==> src/mhpq_pkg.sv <==
`timescale 1ns / 1ps

package mhpq_pkg;

	localparam int CAPACITY = 64;
	localparam int ADDR_W   = $clog2(CAPACITY);
	localparam int CNT_W    = $clog2(CAPACITY + 1);
	localparam int LEFT_W   = ADDR_W + 1;

	typedef logic [ADDR_W-1:0] addr_t;
	typedef logic [CNT_W-1:0]  cnt_t;
	typedef logic [LEFT_W-1:0] left_t;

	localparam logic FUNC_PUSH = 1'b0;
	localparam logic FUNC_POP  = 1'b1;

	localparam logic [1:0] ST_OK    = 2'd0;
	localparam logic [1:0] ST_FULL  = 2'd1;
	localparam logic [1:0] ST_EMPTY = 2'd2;

	typedef struct packed {
		logic [31:0]        pay;
		logic signed [31:0] pri;
	} entry_t;

	// controller to datapath
	typedef struct packed {
		logic load_push;
		logic load_pop;
		logic set_full;
		logic set_empty;
		logic rd_parent;
		logic rd_last;
		logic rd_children;
		logic take_last;
		logic wr_cur;
		logic wr_parent;
		logic wr_child;
	} cmd_t;

	// datapath to controller
	typedef struct packed {
		logic full;
		logic empty;
		logic at_root;
		logic no_left;
		logic parent_lt;
		logic child_gt;
	} stat_t;

endpackage

==> src/mhpq_ctrl.sv <==
`timescale 1ns / 1ps

module mhpq_ctrl (
	input  logic            clk,
	input  logic            arst_n,
	input  logic            start,
	input  logic            func,
	input  mhpq_pkg::stat_t stat,
	output mhpq_pkg::cmd_t  cmd,
	output logic            busy,
	output logic            done
);

	localparam logic [2:0] S_IDLE     = 3'd0;
	localparam logic [2:0] S_PUSH_CHK = 3'd1;
	localparam logic [2:0] S_PUSH_CMP = 3'd2;
	localparam logic [2:0] S_POP_RD   = 3'd3;
	localparam logic [2:0] S_POP_LOAD = 3'd4;
	localparam logic [2:0] S_DOWN_CHK = 3'd5;
	localparam logic [2:0] S_DOWN_CMP = 3'd6;
	localparam logic [2:0] S_RESULT   = 3'd7;

	logic [2:0] state_q;
	logic [2:0] state_d;
	logic       accept;

	assign busy   = (state_q != S_IDLE);
	assign done   = (state_q == S_RESULT);
	assign accept = start && !busy;

	always_comb begin
		cmd     = '0;
		state_d = state_q;
		case (state_q)
			S_IDLE: begin
				if (accept) begin
					if (func == mhpq_pkg::FUNC_PUSH) begin
						if (stat.full) begin
							cmd.set_full = 1'b1;
							state_d      = S_RESULT;
						end else begin
							cmd.load_push = 1'b1;
							state_d       = S_PUSH_CHK;
						end
					end else begin
						if (stat.empty) begin
							cmd.set_empty = 1'b1;
							state_d       = S_RESULT;
						end else begin
							cmd.load_pop = 1'b1;
							state_d      = S_POP_RD;
						end
					end
				end
			end
			S_PUSH_CHK: begin
				if (stat.at_root) begin
					cmd.wr_cur = 1'b1;
					state_d    = S_RESULT;
				end else begin
					cmd.rd_parent = 1'b1;
					state_d       = S_PUSH_CMP;
				end
			end
			S_PUSH_CMP: begin
				// move the parent down a level, or settle the new entry here
				if (stat.parent_lt) begin
					cmd.wr_parent = 1'b1;
					state_d       = S_PUSH_CHK;
				end else begin
					cmd.wr_cur = 1'b1;
					state_d    = S_RESULT;
				end
			end
			S_POP_RD: begin
				cmd.rd_last = 1'b1;
				state_d     = S_POP_LOAD;
			end
			S_POP_LOAD: begin
				cmd.take_last = 1'b1;
				state_d       = S_DOWN_CHK;
			end
			S_DOWN_CHK: begin
				if (stat.no_left) begin
					cmd.wr_cur = 1'b1;
					state_d    = S_RESULT;
				end else begin
					cmd.rd_children = 1'b1;
					state_d         = S_DOWN_CMP;
				end
			end
			S_DOWN_CMP: begin
				if (stat.child_gt) begin
					cmd.wr_child = 1'b1;
					state_d      = S_DOWN_CHK;
				end else begin
					cmd.wr_cur = 1'b1;
					state_d    = S_RESULT;
				end
			end
			S_RESULT: begin
				state_d = S_IDLE;
			end
			default: begin
				state_d = S_IDLE;
			end
		endcase
	end

	always_ff @(posedge clk or negedge arst_n) begin
		if (!arst_n) begin
			state_q <= S_IDLE;
		end else begin
			state_q <= state_d;
		end
	end

`ifndef ASSERT_OFF
	a_accept_busy: assert property (@(posedge clk) disable iff (!arst_n)
		accept |=> busy)
		else $error("transaction accepted but block not busy");

	a_done_release: assert property (@(posedge clk) disable iff (!arst_n)
		done |=> !busy)
		else $error("block still busy after result strobe");

	a_done_no_accept: assert property (@(posedge clk) disable iff (!arst_n)
		done |-> !accept)
		else $error("transaction accepted during result strobe");

	a_write_ends_walk: assert property (@(posedge clk) disable iff (!arst_n)
		cmd.wr_cur |=> done)
		else $error("final write not followed by result strobe");
`endif

endmodule

==> config.mk <==
export PLATFORM = sky130hd
export DESIGN_NAME = mhpq_ctrl
export DESIGN_NICKNAME = d
export VERILOG_FILES = /design/src/mhpq_pkg.sv /design/src/mhpq_ctrl.sv
export SDC_FILE = /design/constraint.sdc
export NUM_CORES = 1
export LEC_CHECK = 0
export BUFFER_PORTS_ARGS = -buffer_cell sky130_fd_sc_hd__buf_4
export CORE_AREA = 2 2 39 41
export CTS_CLUSTER_SIZE = 16
export DETAILED_ROUTE_END_ITERATION = 10
export DIE_AREA = 0 0 41 43
export REMOVE_ABC_BUFFERS = 1
export SYNTH_ARGS = -nofsm -noshare
export SYNTH_HDL_FRONTEND = slang
export SYNTH_SLANG_ARGS = --single-unit
export TNS_END_PERCENT = 5
==> constraint.sdc <==
create_clock -name clk -period 2.04 [get_ports clk]
set_clock_uncertainty 0.2 [all_clocks]
set_input_delay 0.306 -clock clk [delete_from_list [all_inputs] [get_ports clk]]
set_output_delay 0.306 -clock clk [all_outputs]
set_load 0.005 [all_outputs]
==> results of run 1 <==
-- cells by family after synthesis --
family	share of synthesized area
AND/OR/NAND/NOR	0.453
AO/OA/AOI/OAI	0.205
buffers and inverters	0.0539
flip-flops	0.216
multiplexers	0.0719
-- repair_timing --
action | 4_1_cts | 5_1_grt
endpoints found under the hold margin | 3 | 0
resized for setup | 0 | 1
buffers inserted | 0 | 0
hold buffers | 1 | 0
setup endpoints to repair | 0 | 1
-- power by group through the flow --
stage	clock network (uW)	registers, uW	logic, uW
2_1_floorplan	0	167	179
3_3_place_gp	0	118	416
3_5_place_dp	0	120	417
4_1_cts	110	119	420
5_1_grt	117	129	466
6_report	105	128	417
-- layout make-up --
class	count	area, um^2	share of cell area
clock buffers	4	26.3	0.0449
multi-input cells	36	263	0.449
repair buffers	26	198	0.338
flip-flops and latches	3	75.1	0.128
inverters	1	3.75	0.00641
well taps	16	20.0	0.0342
-- path summary, 6_finish.rpt --
kind	startpoint	end	slack, ps	cells after the start
max	state_q[0]	cmd[2]	100	5
min	stat[5]	state_q[1]	170	3
max reg2reg	state_q[1]	state_q[2]	600	4
min reg2reg	state_q[1]	state_q[1]	470	3
max in group asynchronous	arst_n	state_q[2]	1360	2
min in group asynchronous	arst_n	state_q[0]	190	2
-- through the flow --
stage	hold slack (ps)	power, uW
after global placement	-102	534
after floorplan	-190	346
after detailed placement	-105	537
after global routing	186	712
final	173	650
after CTS	179	650
-- layer usage --
metal  wire length [um]  GRT usage
met1                376      0.110
met2                409      0.156
met3                 76     0.0209
met4                 14     0.0800
met5                  0          0
-- worst max-delay path, stage by stage, from the launching register on --
cell      delay (ps)
dfrtp_1          400
buf_4            190
nand2b_1         170
nand3b_1         190
o21ai_0          110
buf_4            150
-- cell usage after synthesis, drive strengths merged --
library cell and n:
inv 1, nand2 3, nor2b 4, nor2 4, nor4b 1, a2111oi 1, mux2i 1, or3 1
mux2 1, and3b 1, dfrtp 3, o21a 1, nand2b 3, nand3 1, a21o 1, nor3b 2
nor3 3, o21ai 3, nand3b 1, and3 2, a21oi 2, buf 3
==> key figures, run 1 <==
Run status
  • Status: finished clean

Placed design
  • DP HPWL: 704 um
  • Cell Area, Placed: 541 um^2
  • GPL Wtd Cong: 0.684
  • Dpl cells: 81
  • IO buf count: 22
  • Pre-CTS setup slack: 359 ps

Cells and area
  • Most frequent cells in the layout: buf_4, nor2_1, nor2b_1
  • Layout area overhead: 68.3%
  • Post-route cell area: 586 um^2
  • Finished Core Util: 0.423
  • Final std cells w/o fill: 86
  • Biggest regs: state_q x3
  • Max FFs per register: 3
  • Fill cell count: 139
  • Ant. Diodes: 0
  • Commonest non-fill, non-tap cell in the layout: buf_4
  • Final #Nets: 81
  • Layout cells sized above 1: 0.486
  • Biggest register: state_q

Die
  • Die Area: 1760 um^2
  • Chip width: 41 um
  • I/O pin count: 23
  • Core area: 1380 um^2
  • Die Height: 43 um
  • Initial Util: 0.251
  • FP Rows: 14

Pwr
  • Clock power frac: 0.161
  • Power Density: 1110 nW/um^2
  • P_sw: 266 uW
  • Pint: 383 uW
  • Max VDD drop: 0.000471 V
  • Flop pwr share: 0.197
  • Switching fraction of total power: 0.410
  • Leak Pwr: 0.000282 uW
  • Combinational Power Share: 0.642

Synthesis
  • Number of distinct library cells after synthesis: 24
  • Warning count from the yosys run: 0
  • Sequential fraction of the synthesis area: 0.216
  • Yosys top cell area share: 0.216
  • Mapped Cells: 43
  • Syn Area/Cell: 8.09 um^2
  • Yosys top cell by area: dfrtp_1
  • Seq cells post-synth: 3
  • Post-synthesis cell area: 348 um^2
  • Ranking of synthesized cells by area: dfrtp_1, a2111oi_4, nor2b_1, nand2b_1, buf_2

STA
  • Max Freq: 0.515 GHz
  • Final setup vio count: 0
  • Setup TNS: 0 ps
  • Hold Vio Cnt, Final: 0
  • Worst rel slew slack: 0.823
  • Worst-margin pin slew: 265 ps
  • Minimum clock period: 1940 ps
  • Final Cycle Share: 0.953
  • RSZ-0062 raised after global routing: no
  • Pins Over Slew Limit: 0
  • Final WS setup: 96.6 ps

Drt
  • Via count: 393
  • Final WL: 877 um
  • Avg WL per Cell: 10.2 um
  • Remaining DRCs: 0
  • Vias/cell: 4.57
  • 1st-iter DRT viols: 0
  • Post-route ant nets: 0
  • Drt pass-1 iters: 1

Clocking
  • TritonCTS buffer count: 3
  • Clock sink count: 3
  • TritonCTS clock tree: yes
  • Clock Latency Late Sink: 230 ps
  • Root Buffer: clkbuf_4
  • Reg clk slew, reported paths: 40 ps
  • Clock buffer depth: 2
  • H-tree depth: 1

Flow run
  • MaxCap Viol Count: 0

Setup path
  • Crit Path Class: reg -> out
  • Critical path data required time: 1530 ps
  • Startpoint types: register
  • Max Fanout on Critical Path: 11
  • CP Capture Type: output pin
  • CP Data Arrival Time: 1440 ps

Worst hold path
  • Worst min-delay path class: in -> reg

Global route
  • Global Route Usage Sum: 0.101
  • Vias in the first global route: 321
  • First-pass GRT wire length: 1210 um
  • Largest net degree at the start of global routing: 13
  • Grt ovf: 0
  • Antenna violations before repair: 0
Power figures use the tool's default switching activity.
==> run 2: changes to the inputs <==
- REMOVE_ABC_BUFFERS: 1 -> unset
- clock period: 2.04 -> 2.07 ns (I/O delays scaled with it)
==> run 2 against run 1 <==
  * Power shrank 4.0%
  * Core utilization shrank 0.63 points
  * Sequential power shrank 16%
  * Cell count is the same
  * Clock-buffer cell count is the same
  * Non-clock buffer count is the same
  * Highest routed layer is now met3
==> key figures, run 2 (synthesis gave the netlist of run 1 again) <==
Synthesis
  • Total nets after synthesis: 53

Die
  • Initial Util: 0.251 (unchanged)
  • Chip width: 41 um (unchanged)
  • Die Area: 1760 um^2 (unchanged)
  • Core area: 1380 um^2 (unchanged)
  • I/O pin count: 23 (unchanged)
  • Die Height: 43 um (unchanged)
  • FP Rows: 14 (unchanged)

Pwr
  • Flop pwr share: 0.171 (-0.026)
  • Power Density: 1080 nW/um^2 (-2.6%)
  • Switching fraction of total power: 0.399 (-0.0114)
  • P_sw: 249 uW (-6.7%)
  • Pint: 375 uW (-2.2%)
  • Leak Pwr: 0.000277 uW (-2.0%)
  • Max VDD drop: 0.000486 V (+3.3%)
  • Combinational Power Share: 0.662 (+0.020)
  • Clock power frac: 0.166 (+0.005)

Global route
  • Gr busiest metal: met2
  • Antenna violations before repair: 0 (unchanged)
  • First-pass GRT wire length: 1270 um (+5.1%)
  • Grt met1 use: 0.129 (+0.0191)
  • Largest net degree at the start of global routing: 14 (+1)
  • Global Route Usage Sum: 0.106 (+0.00493)
  • Grt ovf: 0 (unchanged)
  • Met2 layer usage reported by global route: 0.156 (unchanged)
  • Vias in the first global route: 329 (+2.5%)
  • Routing usage on met3: 0.0471 (+0.0262)

Setup path
  • CP Capture Type: output pin
  • Worst reg2reg path startpoint: state_q[1]
  • Crit-path max cell delay: 420 ps (+20 ps)
  • Slowest-stage cell, CP: nor4b_2
  • Crit Path Class: reg -> out
  • Worst r2r dst: state_q[2]
  • Worst Path Buf+Inv: 1 (-1)
  • Reg2reg path depth: 4 (unchanged)
  • CP Launch Point: state_q[0]
  • CP Data Arrival Time: 1410 ps (-30 ps)
  • CP cell instances: nor4b_2 > nor3b_1 > buf_4
  • Stages on the worst setup path: 3 (-2)
  • Startpoint types: register
  • CP delay by family, top: simple AND/OR/NAND/NOR gates
  • Critical path data required time: 1560 ps (+30 ps)
  • Crit path capture: cmd[10]
  • Max Fanout on Critical Path: 5 (-6)
  • R2R Setup Slk: 650 ps (+50 ps)

Drt
  • Via count: 390 (-0.76%)
  • Drt pass-1 iters: 4 (+3)
  • Final WL: 851 um (-3.0%)
  • Post-route ant nets: 0 (unchanged)
  • Vias/cell: 4.53 (-0.76%)
  • Remaining DRCs: 0 (unchanged)
  • Avg WL per Cell: 9.90 um (-3.0%)
  • 1st-iter DRT viols: 5 (+5)

Placed design
  • GPL Wtd Cong: 0.711 (+3.9%)
  • DP HPWL: 662 um (-5.9%)
  • Dpl cells: 81 (unchanged)
  • IO buf count: 22 (unchanged)
  • Cell Area, Placed: 541 um^2 (unchanged)
  • Pre-CTS setup slack: 386 ps (+26.5 ps)

Clocking
  • Root Buffer: clkbuf_4
  • Clock sink count: 3 (unchanged)
  • TritonCTS clock tree: yes
  • # resized after CTS: 0 (unchanged)
  • H-tree depth: 1 (unchanged)
  • TritonCTS buffer count: 3 (unchanged)
  • Clock Latency Late Sink: 230 ps (about the same)
  • Clock buffer depth: 2 (unchanged)
  • Reg clk slew, reported paths: 40 ps (about the same)

STA
  • Worst-margin pin slew: 390 ps (+125 ps)
  • Pins Over Slew Limit: 0 (unchanged)
  • Hold Vio Cnt, Final: 0 (unchanged)
  • Worst rel slew slack: 0.739 (-0.0833)
  • Final setup vio count: 0 (unchanged)
  • Setup TNS: 0 ps (unchanged)
  • Max Freq: 0.521 GHz
  • Minimum clock period: 1920 ps
  • Final WS setup: 149 ps (+52.2 ps)
  • RSZ-0062 raised after global routing: no
  • Final Cycle Share: 0.928

Cells and area
  • Commonest non-fill, non-tap cell in the layout: buf_4
  • Final std cells w/o fill: 86 (unchanged)
  • Ant. Diodes: 0 (unchanged)
  • Post-route cell area: 577 um^2 (-1.5%)
  • Max FFs per register: 3 (unchanged)
  • Fill cell count: 143 (+2.9%)
  • Final #Nets: 81 (unchanged)
  • Finished Core Util: 0.417 (-0.00633)
  • Biggest regs: state_q x3
  • Biggest register: state_q
  • Layout area overhead: 65.8%
  • Layout cells sized above 1: 0.486 (unchanged)
  • Most frequent cells in the layout: buf_4, nor2_1, nor2b_1

Run status
  • Status: finished clean

Worst hold path
  • Worst min-delay path class: in -> async

Flow run
  • MaxCap Viol Count: 0 (unchanged)
run 2: cell count changes in the layout (fill, tap and decap cells not counted):
| cell | previous run | this run |
|---|---|---|
| nor4b_4 | 1 | 0 |
| nor4b_2 | 0 | 1 |
run 2: metrics by stage:
step	hold WS [ps]	total power [uW]
after floorplan	-185	365
after global placement	-99.1	525
after detailed placement	-98.1	525
after CTS	197	634
after global routing	207	683
final	204	624
run 2: cell type report:
cell class,instances,area [um^2],area share
tap,16,20.0,0.0347
multi-input combinational,36,254,0.440
clock buffer,4,26.3,0.0456
sequential,3,75.1,0.130
timing repair buffer,26,198,0.343
inverter,1,3.75,0.00651
run 2: power by group through the flow:
stage                     Sequential [uW]  Clock (uW)  Combinational (uW)
after global routing                  110         115                 458
after floorplan                       112           0                 253
after global placement                106           0                 419
final                                 107         104                 413
after CTS                             107         109                 418
after detailed placement              108           0                 416
run 2: worst min-delay path by stage:
stage | endpoint | slack [ps] | startpoint | depth (start not counted)
final | state_q[2] | 200 | arst_n | 2
after global routing | state_q[0] | 210 | arst_n | 2
after CTS | state_q[0] | 200 | arst_n | 2
after detailed placement | state_q[1] | -100 | arst_n | 1
after global placement | state_q[1] | -100 | arst_n | 1
after floorplan | state_q[0] | -190 | arst_n | 0
run 2: what timing repair did:
item,in CTS,in global routing
hold endpoints to repair,3,0
hold buffers,1,0
buffers inserted,0,0
run 2: metal layers:
metal	vias to the layer above	wire [um]
met4	0	0
met2	12	427
met5	-	0
li1	205	-
met3	0	50
met1	173	373
==> run 3: changes to the inputs <==
==> constraint.sdc (replaced) <==
create_clock -name clk -period 2.07 [get_ports clk]
set_clock_uncertainty 0.2 [all_clocks]
set_input_delay 0.1035 -clock clk [delete_from_list [all_inputs] [get_ports clk]]
set_output_delay 0.1035 -clock clk [all_outputs]
set_load 0.005 [all_outputs]
==> run 3 against run 2 <==
  * Sequential share of layout area decreased by 0.17 points
  * Maximum frequency up 2.3%
  * Core utilization grew 0.54 points
  * Hold slack lost 150 ps
==> key figures, run 3 (synthesis gave the netlist of run 1 again) <==
STA
  • Setup TNS: 0 ps (unchanged)
  • RSZ-0062 raised after global routing: no
  • Hold Vio Cnt, Final: 0 (unchanged)
  • WHS: 50.4 ps (-154 ps)
  • Pins Over Slew Limit: 0 (unchanged)
  • Worst-margin pin slew: 450 ps (+60.2 ps)
  • Minimum clock period: 1880 ps (-42.4 ps)
  • Max Freq: 0.532 GHz (+2.3%)
  • Worst rel slew slack: 0.700 (-0.0395)
  • Final Cycle Share: 0.908 (-0.0205)
  • Final setup vio count: 0 (unchanged)

Die
  • Chip width: 41 um (unchanged)
  • Core area: 1380 um^2 (unchanged)
  • FP Rows: 14 (unchanged)
  • Initial Util: 0.251 (unchanged)
  • Die Area: 1760 um^2 (unchanged)
  • I/O pin count: 23 (unchanged)
  • Die Height: 43 um (unchanged)

Clocking
  • TritonCTS clock tree: yes
  • Clock buffer depth: 2 (unchanged)
  • Clock Latency Late Sink: 230 ps (about the same)
  • TritonCTS buffer count: 3 (unchanged)
  • # resized after CTS: 0 (unchanged)
  • Post-CTS Setup Inserts: 0 (unchanged)
  • CTS Hold Buffers Added: 4 (+3)
  • Reg clk slew, reported paths: 40 ps (about the same)
  • Root Buffer: clkbuf_4
  • Clock sink count: 3 (unchanged)
  • H-tree depth: 1 (unchanged)

Setup path
  • Slowest-stage cell, CP: dfrtp_1
  • CP cell instances: nor4b_2 > nor3b_1 > buf_4
  • Crit Path Class: reg -> out
  • Worst Path Buf+Inv: 1 (unchanged)
  • CP Data Arrival Time: 1580 ps (+170 ps)
  • Crit-path max cell delay: 500 ps (+80 ps)
  • CP Capture Type: output pin
  • CP delay by family, top: simple AND/OR/NAND/NOR gates
  • Startpoint types: register
  • Critical path data required time: 1770 ps (+210 ps)
  • Max Fanout on Critical Path: 12 (+7)

Drt
  • 1st-iter DRT viols: 2 (-3)
  • Remaining DRCs: 0 (unchanged)
  • Post-route ant nets: 0 (unchanged)
  • Final WL: 876 um (+2.9%)
  • Via count: 401 (+2.8%)
  • Vias/cell: 4.66 (+2.8%)
  • Avg WL per Cell: 10.2 um (+2.9%)
  • Drt pass-1 iters: 2 (-2)

Pwr
  • Leak Pwr: 0.000275 uW (-0.58%)
  • P_sw: 244 uW (-1.8%)
  • Max VDD drop: 0.000574 V (+18%)
  • Final Power: 586 uW (-6.0%)
  • Clock power frac: 0.178 (+0.012)
  • Power Density: 1000 nW/um^2 (-7.2%)
  • Switching fraction of total power: 0.416 (+0.0176)
  • Pint: 342 uW (-8.7%)
  • Flop pwr share: 0.311 (+0.140)
  • Combinational Power Share: 0.511 (-0.151)

Run status
  • Status: finished clean

Global route
  • Grt ovf: 0 (unchanged)
  • First-pass GRT wire length: 1240 um (-2.1%)
  • Antenna violations before repair: 0 (unchanged)
  • Vias in the first global route: 322 (-2.1%)
  • Largest net degree at the start of global routing: 15 (+1)
  • Global Route Usage Sum: 0.109 (+0.00313)

Placed design
  • IO buf count: 22 (unchanged)
  • Cell Area, Placed: 518 um^2 (-4.2%)
  • GPL Wtd Cong: 0.768 (+8.0%)

Flow run
  • MaxCap Viol Count: 0 (unchanged)

Cells and area
  • Biggest regs: state_q x3
  • Max FFs per register: 3 (unchanged)
  • Layout area overhead: 68.0%
  • Post-route cell area: 584 um^2 (+1.3%)
  • Final #Nets: 81 (unchanged)
  • Commonest non-fill, non-tap cell in the layout: buf_4
  • Ant. Diodes: 0 (unchanged)
  • Biggest register: state_q
  • Layout cells sized above 1: 0.443 (-0.0429)
  • Most frequent cells in the layout: buf_4, nor2_1, nor2b_1, dlygate4sd3_1

Worst hold path
  • Worst min-delay path class: in -> reg

Synthesis
  • Total nets after synthesis: 53 (unchanged)
-- run 3: per-stage QoR --
step / std cells / setup WS [ps] / util
finish: 86 / 191 / 0.422
global route: 86 / 72.3 / 0.422
floorplan: 43 / 687 / -
global placement: 78 / 471 / 0.374
CTS: 86 / 171 / 0.422
detailed placement: 78 / 425 / 0.374
-- run 3: final cells by class --
cell class | count | area, um^2
Inverter | 1 | 3.75
Tap cell | 16 | 20.0
Sequential cell | 3 | 75.1
Fill cell | 147 | 800
Timing Repair Buffer | 26 | 205
Clock buffer | 4 | 26.3
Multi-Input combinational cell | 36 | 254
-- run 3: final timing paths --
path                             from    endpoint  slack [ps]  cells after the start
min                             start  state_q[0]          50                      4
max in group asynchronous      arst_n  state_q[2]         980                      3
max                        state_q[0]     cmd[10]         190                      3
max reg2reg                state_q[0]  state_q[1]         550                      3
min reg2reg                state_q[0]  state_q[2]         510                      1
min in group asynchronous      arst_n  state_q[0]         550                      3
-- run 3: power groups by stage --
stage	Sequential, uW	Clock (uW)	Combinational, uW
6_report	182	104	300
5_1_grt	196	118	329
4_1_cts	182	110	305
3_5_place_dp	183	0	299
3_3_place_gp	182	0	300
2_1_floorplan	112	0	253
-- run 3: tightest hold or removal path: stages --
cell	delay, ps
buf_4	90
nor3_1	40
a21oi_1	110
o21a_1	120
-- run 3: routing by layer --
layer	track usage	part of all wire	up-vias
met5	0	0	-
met4	0.100	0.018	0
met3	0.0314	0.054	2
met2	0.153	0.51	10
met1	0.123	0.41	183
li1	-	-	206
